### src/psrl_ram.sv
// ----------------------------------------------------------------------------
// psrl_ram: generic single-write, single-read RAM
// One write port and one read port with registered read data; the read
// data holds while the read enable is low.
// ----------------------------------------------------------------------------
module psrl_ram #(
    parameter int  WIDTH = 8,
    parameter int  DEPTH = 32,
    localparam int AW    = (DEPTH > 1) ? $clog2(DEPTH) : 1
) (
    input  logic             i_clk,
    input  logic             i_we,
    input  logic [AW-1:0]    i_waddr,
    input  logic [WIDTH-1:0] i_wdata,
    input  logic             i_re,
    input  logic [AW-1:0]    i_raddr,
    output logic [WIDTH-1:0] o_rdata
);

    logic [WIDTH-1:0] r_mem [DEPTH];
    logic [WIDTH-1:0] r_rdata;

    always_ff @(posedge i_clk) begin
        if (i_we) begin
            r_mem[i_waddr] <= i_wdata;
        end
        if (i_re) begin
            r_rdata <= r_mem[i_raddr];
        end
    end

    assign o_rdata = r_rdata;

endmodule

### config.mk
export PLATFORM = sky130hd
export DESIGN_NAME = psrl_ram
export DESIGN_NICKNAME = d
export VERILOG_FILES = /design/src/psrl_ram.sv
export SDC_FILE = /design/constraint.sdc
export NUM_CORES = 1
export LEC_CHECK = 0
export ABC_AREA = 1
export BUFFER_PORTS_ARGS = -buffer_cell sky130_fd_sc_hd__buf_2
export CORE_MARGIN = 8
export CORE_UTILIZATION = 55
export CTS_BUF_LIST = sky130_fd_sc_hd__clkbuf_4
export DETAILED_ROUTE_END_ITERATION = 8
export GPL_ROUTABILITY_DRIVEN = 0
export PLACE_DENSITY = 0.72
export SLEW_MARGIN = 0
export SYNTH_ARGS = -nofsm -noshare
export SYNTH_HDL_FRONTEND = slang
export SYNTH_SLANG_ARGS = --single-unit
### constraint.sdc
create_clock -name i_clk -period 1.5 [get_ports i_clk]
set_input_delay 0.3 -clock i_clk [delete_from_list [all_inputs] [get_ports i_clk]]
set_output_delay 0.3 -clock i_clk [all_outputs]
set_load 0.03 [all_outputs]
# After elaboration in Yosys (flattened, before gate mapping)
# Memory sizes are Yosys's and may differ from the RTL's. A register that Yosys moved wholly into a read port is not among the register bits.
# Index checks and enable logic that the tools add are counted.
classes:
  muxes: 2
ops:
  columns: ["op", "n"]
  rows:
  - ["1-bit 2-to-1 mux", 2]
totals:
  out_inout_bits: 8
  word_cells: 3
  regBits: 0
  in_bits: 21
  ramBits: 256
  mem_count: 1
mem_list:
  columns: ["name", "depth", "width", "read_ports", "rd_clocked_by_memory_dff", "wr", "line_no", "text"]
  rows:
  - ["r_mem", 32, 8, 1, 1, 1, "20", "logic [WIDTH-1:0] r_mem [DEPTH];"]

# Depth between registers and ports, before layout
logic_depth:
  ltp_word: 2
  mapped_depth: 11
  mapped_depth_nobuf: 9

# Worst setup path before layout
# No wires, ideal clock.
synth_timing:
  kind: "input -> register"
  start: "input i_waddr[0]"
  end: "memory r_mem[0][0] (enable)"
  arrival_time_ps: 964
  required_ps: 1130
  n_path_buf: 0
  cell_stages: 3
  setup_ps: 370
  setup_slack_ps: 166
  cell_sequence: "inv_1 -> nand3_1 -> nor2_1"
synth_rtl:
  columns: ["item", "line_no", "text"]
  rows:
  - ["start: declaration", "13", "input logic [AW-1:0] i_waddr,"]
  - ["end: declaration", "20", null]
# No word-level cell before the write port.

# Worst setup path in the final report
layout_timing:
  start: "register r_rdata[1] (netlist: o_rdata[1]), read port of r_mem"
  end: "output o_rdata[1]"
layout_rtl:
  columns: ["item", "line_no", "text"]
  rows:
  - ["start: declaration", "21", "logic [WIDTH-1:0] r_rdata;"]
  - ["end: declaration", "17", "output logic [WIDTH-1:0] o_rdata"]
# No word-level cell between the ends.

==> impl_summary.log <==
INFO  metric run_status = finished, violations left
INFO  metric violations_in_the_final_reports = negative setup slack
INFO  metric numPlacedInstances = 1227
INFO  metric power.density_cell_area = 1202 nW/um^2
INFO  metric grt_overflow_total = 0
INFO  metric fillCellCount = 1514
INFO  metric max_cap_violations = 0
INFO  metric maximum_number_of_pins_on_one_net_before_global_route_repair = about 110
INFO  metric cts_root_buffer_type = sky130_fd_sc_hd__clkbuf_4
INFO  metric synthesis.instances = 922
INFO  metric maxSlewViolCount = 0
INFO  metric clk-insertion-delay-late = 0.65 ns
INFO  metric syn-num-nets = 943
INFO  metric drt-initial-drc-count = 746
INFO  metric detail_route.wl_per_cell = approximately 19 um
INFO  metric worst_path_dominant_cell_family = flip-flops
INFO  metric arrival = 1.30 ns
INFO  metric fin_crit = 1.600 ns
INFO  metric drt_drc_violations_left = 0
INFO  metric seq_area_frac_synth = 72.95%
INFO  metric whs_endpoint = r_mem[19][7]$_DFFE_PP_
INFO  metric synthToLayoutAreaGrowth = 14.62%
INFO  metric fin_cells = 1335
INFO  metric placement.setup.worst_slack = -0.2138 ns
INFO  metric r2r-end = o_rdata[7]$_DFFE_PP_
INFO  metric cp-start-kind = flip-flop
INFO  metric dpl_cell_area = roughly 12000 um^2
INFO  metric floorplan.die.height = 156.6 um
INFO  metric hold_ws = 0.07104 ns
INFO  metric ff2ff_path_depth = 8
INFO  metric crit-reg2reg-launch = r_mem[13][7]$_DFFE_PP_
INFO  metric timing.slew.headroom = 65.06%
INFO  metric worstPathCellList = buf_6
INFO  metric crit_path_end_kind = output pin
INFO  metric worstHoldStart = i_wdata[7]
INFO  metric cts_tree = yes
INFO  metric finalWirelength = 24.80 mm
INFO  metric criticalPathCategory = flip-flop to output pin
INFO  metric cts_htree_levels = 3
INFO  metric buffer_ports.inserted = 28
INFO  metric cpMaxStageDelayCell = sky130_fd_sc_hd__edfxtp_1
INFO  metric hpwl_after_detailed_placement = 14.74 mm
INFO  metric ys_ff_latch = 264
INFO  metric cts.path.max_buffers = 3
INFO  metric synth_top_area_cells = sky130_fd_sc_hd__edfxtp_1, sky130_fd_sc_hd__nand2_1, sky130_fd_sc_hd__nand3_1
INFO  metric synth_cell_type_count = 11
INFO  metric num-nets-final = 1053
INFO  metric timing.critical_path.buf_inv = 1
INFO  metric power_leakage = 0.004795 uW
INFO  metric post_synth.cell_area_avg = 11.79 um^2
INFO  metric antenna_left = 0
INFO  metric core_region_area = roughly 19000 um^2
INFO  metric first_global_vias = between 7000 and 8000
INFO  metric finalSetupViolations = 5
INFO  metric synthDominantCellAreaShare = 72.95%
INFO  metric grt_antenna_before_repair = 2
INFO  metric synth_area_leader_cell = sky130_fd_sc_hd__edfxtp_1
INFO  metric cts.reportedPaths.clkPinSlew = 0.07 ns
INFO  metric min_delay_path_depth = 2
INFO  metric achievable-frequency = 0.6250 GHz
INFO  metric final_critical_path_setup_slack = -0.09997 ns
INFO  metric drive_gt1_share = between 10% and 20%
INFO  metric post-route-period-util = 106.7%
INFO  metric global_route.usage.total = between 20% and 30%
INFO  metric syn_area = 10870 um^2
INFO  metric hp-class = input port to flip-flop
INFO  metric dieArea = between 20000 and 25000 um^2
INFO  metric dr.pass1.iters = 5
INFO  metric finish.utilization = 64.21%
INFO  metric tightestPinTransition = 0.5241 ns
INFO  metric design.portCount = 29
INFO  metric worst_ep_required_time = 1.20 ns
INFO  metric unrepaired_setup_endpoints_after_global_routing = yes
INFO  metric clock_sink_count = 264
INFO  metric die_x = 156.6 um
INFO  metric cpPeakStageDelay = ~0.47 ns
INFO  metric peakVddDrop = 0.7681 mV
INFO  metric yosysWarnings = 0
INFO  metric critical_path_peak_fanout = 1
INFO  metric grt_pass1_wl = just under 40 mm
INFO  metric numCtsBuffers = between 60 and 70
INFO  metric vias = 7272
INFO  metric floorplan.initialDensity = a little under three fifths
INFO  metric fp-row-count = approximately 50
INFO  metric timing.reg2reg.setup_slack = roughly 0.20 ns
INFO  metric post_drt_via_cell_ratio = 5.447
INFO  metric timing.clock.skew = 0.02673 ns
INFO  metric finalHoldViolations = 0
INFO  metric stdcell_area = 12460 um^2
==> cell families after synthesis <==
group	Yosys count	synth area share, %
simple gates	596	22.94
flops	264	72.95
buf+inv	62	4.111
==> placed cells by master, fill, tap and decap left out, drive strengths merged <==
master         n
buf           92
bufinv         1
clkbuf        93
clkinv         6
diode          1
dlygate4sd3    2
edfxtp       264
inv           15
nand2        360
nand3        204
nor2          32
==> worst max-delay path by stage <==
stage | from | to | slack, ns | cells past startpoint
detailed placement | i_raddr[0] | o_rdata[7]$_DFFE_PP_ | -0.21 | 10
floorplan | i_waddr[0] | r_mem[0][0]$_DFFE_PP_ | 0.17 | 3
global route | o_rdata[1]$_DFFE_PP_ | o_rdata[1] | -0.17 | 1
global placement | i_raddr[1] | o_rdata[6]$_DFFE_PP_ | -0.18 | 10
finish | o_rdata[1]$_DFFE_PP_ | o_rdata[1] | -0.1 | 1
CTS | o_rdata[1]$_DFFE_PP_ | o_rdata[1] | -0.15 | 1
==> area by class of cell <==
type	count	area [um^2]	share of cell area (%)
antenna	1	2.502	0.02009
multi-input combinational	596	2492	20.01
clock inverter	12	71.32	0.5726
tap	265	331.6	2.662
inverter	10	38.79	0.3114
sequential	264	7928	63.65
clock buffer	93	698.2	5.605
timing repair buffer	94	893.4	7.172
==> per-layer routing <==
| metal | share of wire [%] | track usage, % |
|---|---|---|
| met3 | 9.2 | 6.012 |
| met2 | 47 | 32.74 |
| met5 | 0.052 | 0 |
| met1 | 41 | 26.69 |
| met4 | 2.7 | 9.794 |
==> metrics by stage <==
stage	total power (uW)	setup TNS [ns]
after CTS	15120	-0.5661
final	14970	-0.2755
after detailed placement	9481	-1.451
after global routing	15610	-0.6604
after floorplan	9040	0
after global placement	9464	-1.280
==> registers in the layout, indices dropped and copies added (netlist names) <==
name	flops
o_rdata	8
r_mem	256
==> power breakdown <==
part           switching [uW]  internal, uW  total, uW
logic                     731           358       1090
clock network            2620          3000       5610
registers                35.5          8230       8260
==> cell usage after synthesis <==
cell type                  number
sky130_fd_sc_hd__buf_6         24
sky130_fd_sc_hd__buf_4          4
sky130_fd_sc_hd__buf_2         15
sky130_fd_sc_hd__inv_2          2
sky130_fd_sc_hd__edfxtp_1     264
sky130_fd_sc_hd__buf_1          2
sky130_fd_sc_hd__clkbuf_1       7
sky130_fd_sc_hd__nand2_1      360
sky130_fd_sc_hd__nor2_1        32
sky130_fd_sc_hd__inv_1          8
sky130_fd_sc_hd__nand3_1      204
==> what timing repair did <==
item,CTS,global route
buffers inserted,0,0
hold buffers,2,0
resized for setup,16,0
hold endpoints to repair,17,0
endpoints found under the setup margin,8,8
Note: power is estimated with default switching activity, not from simulation.
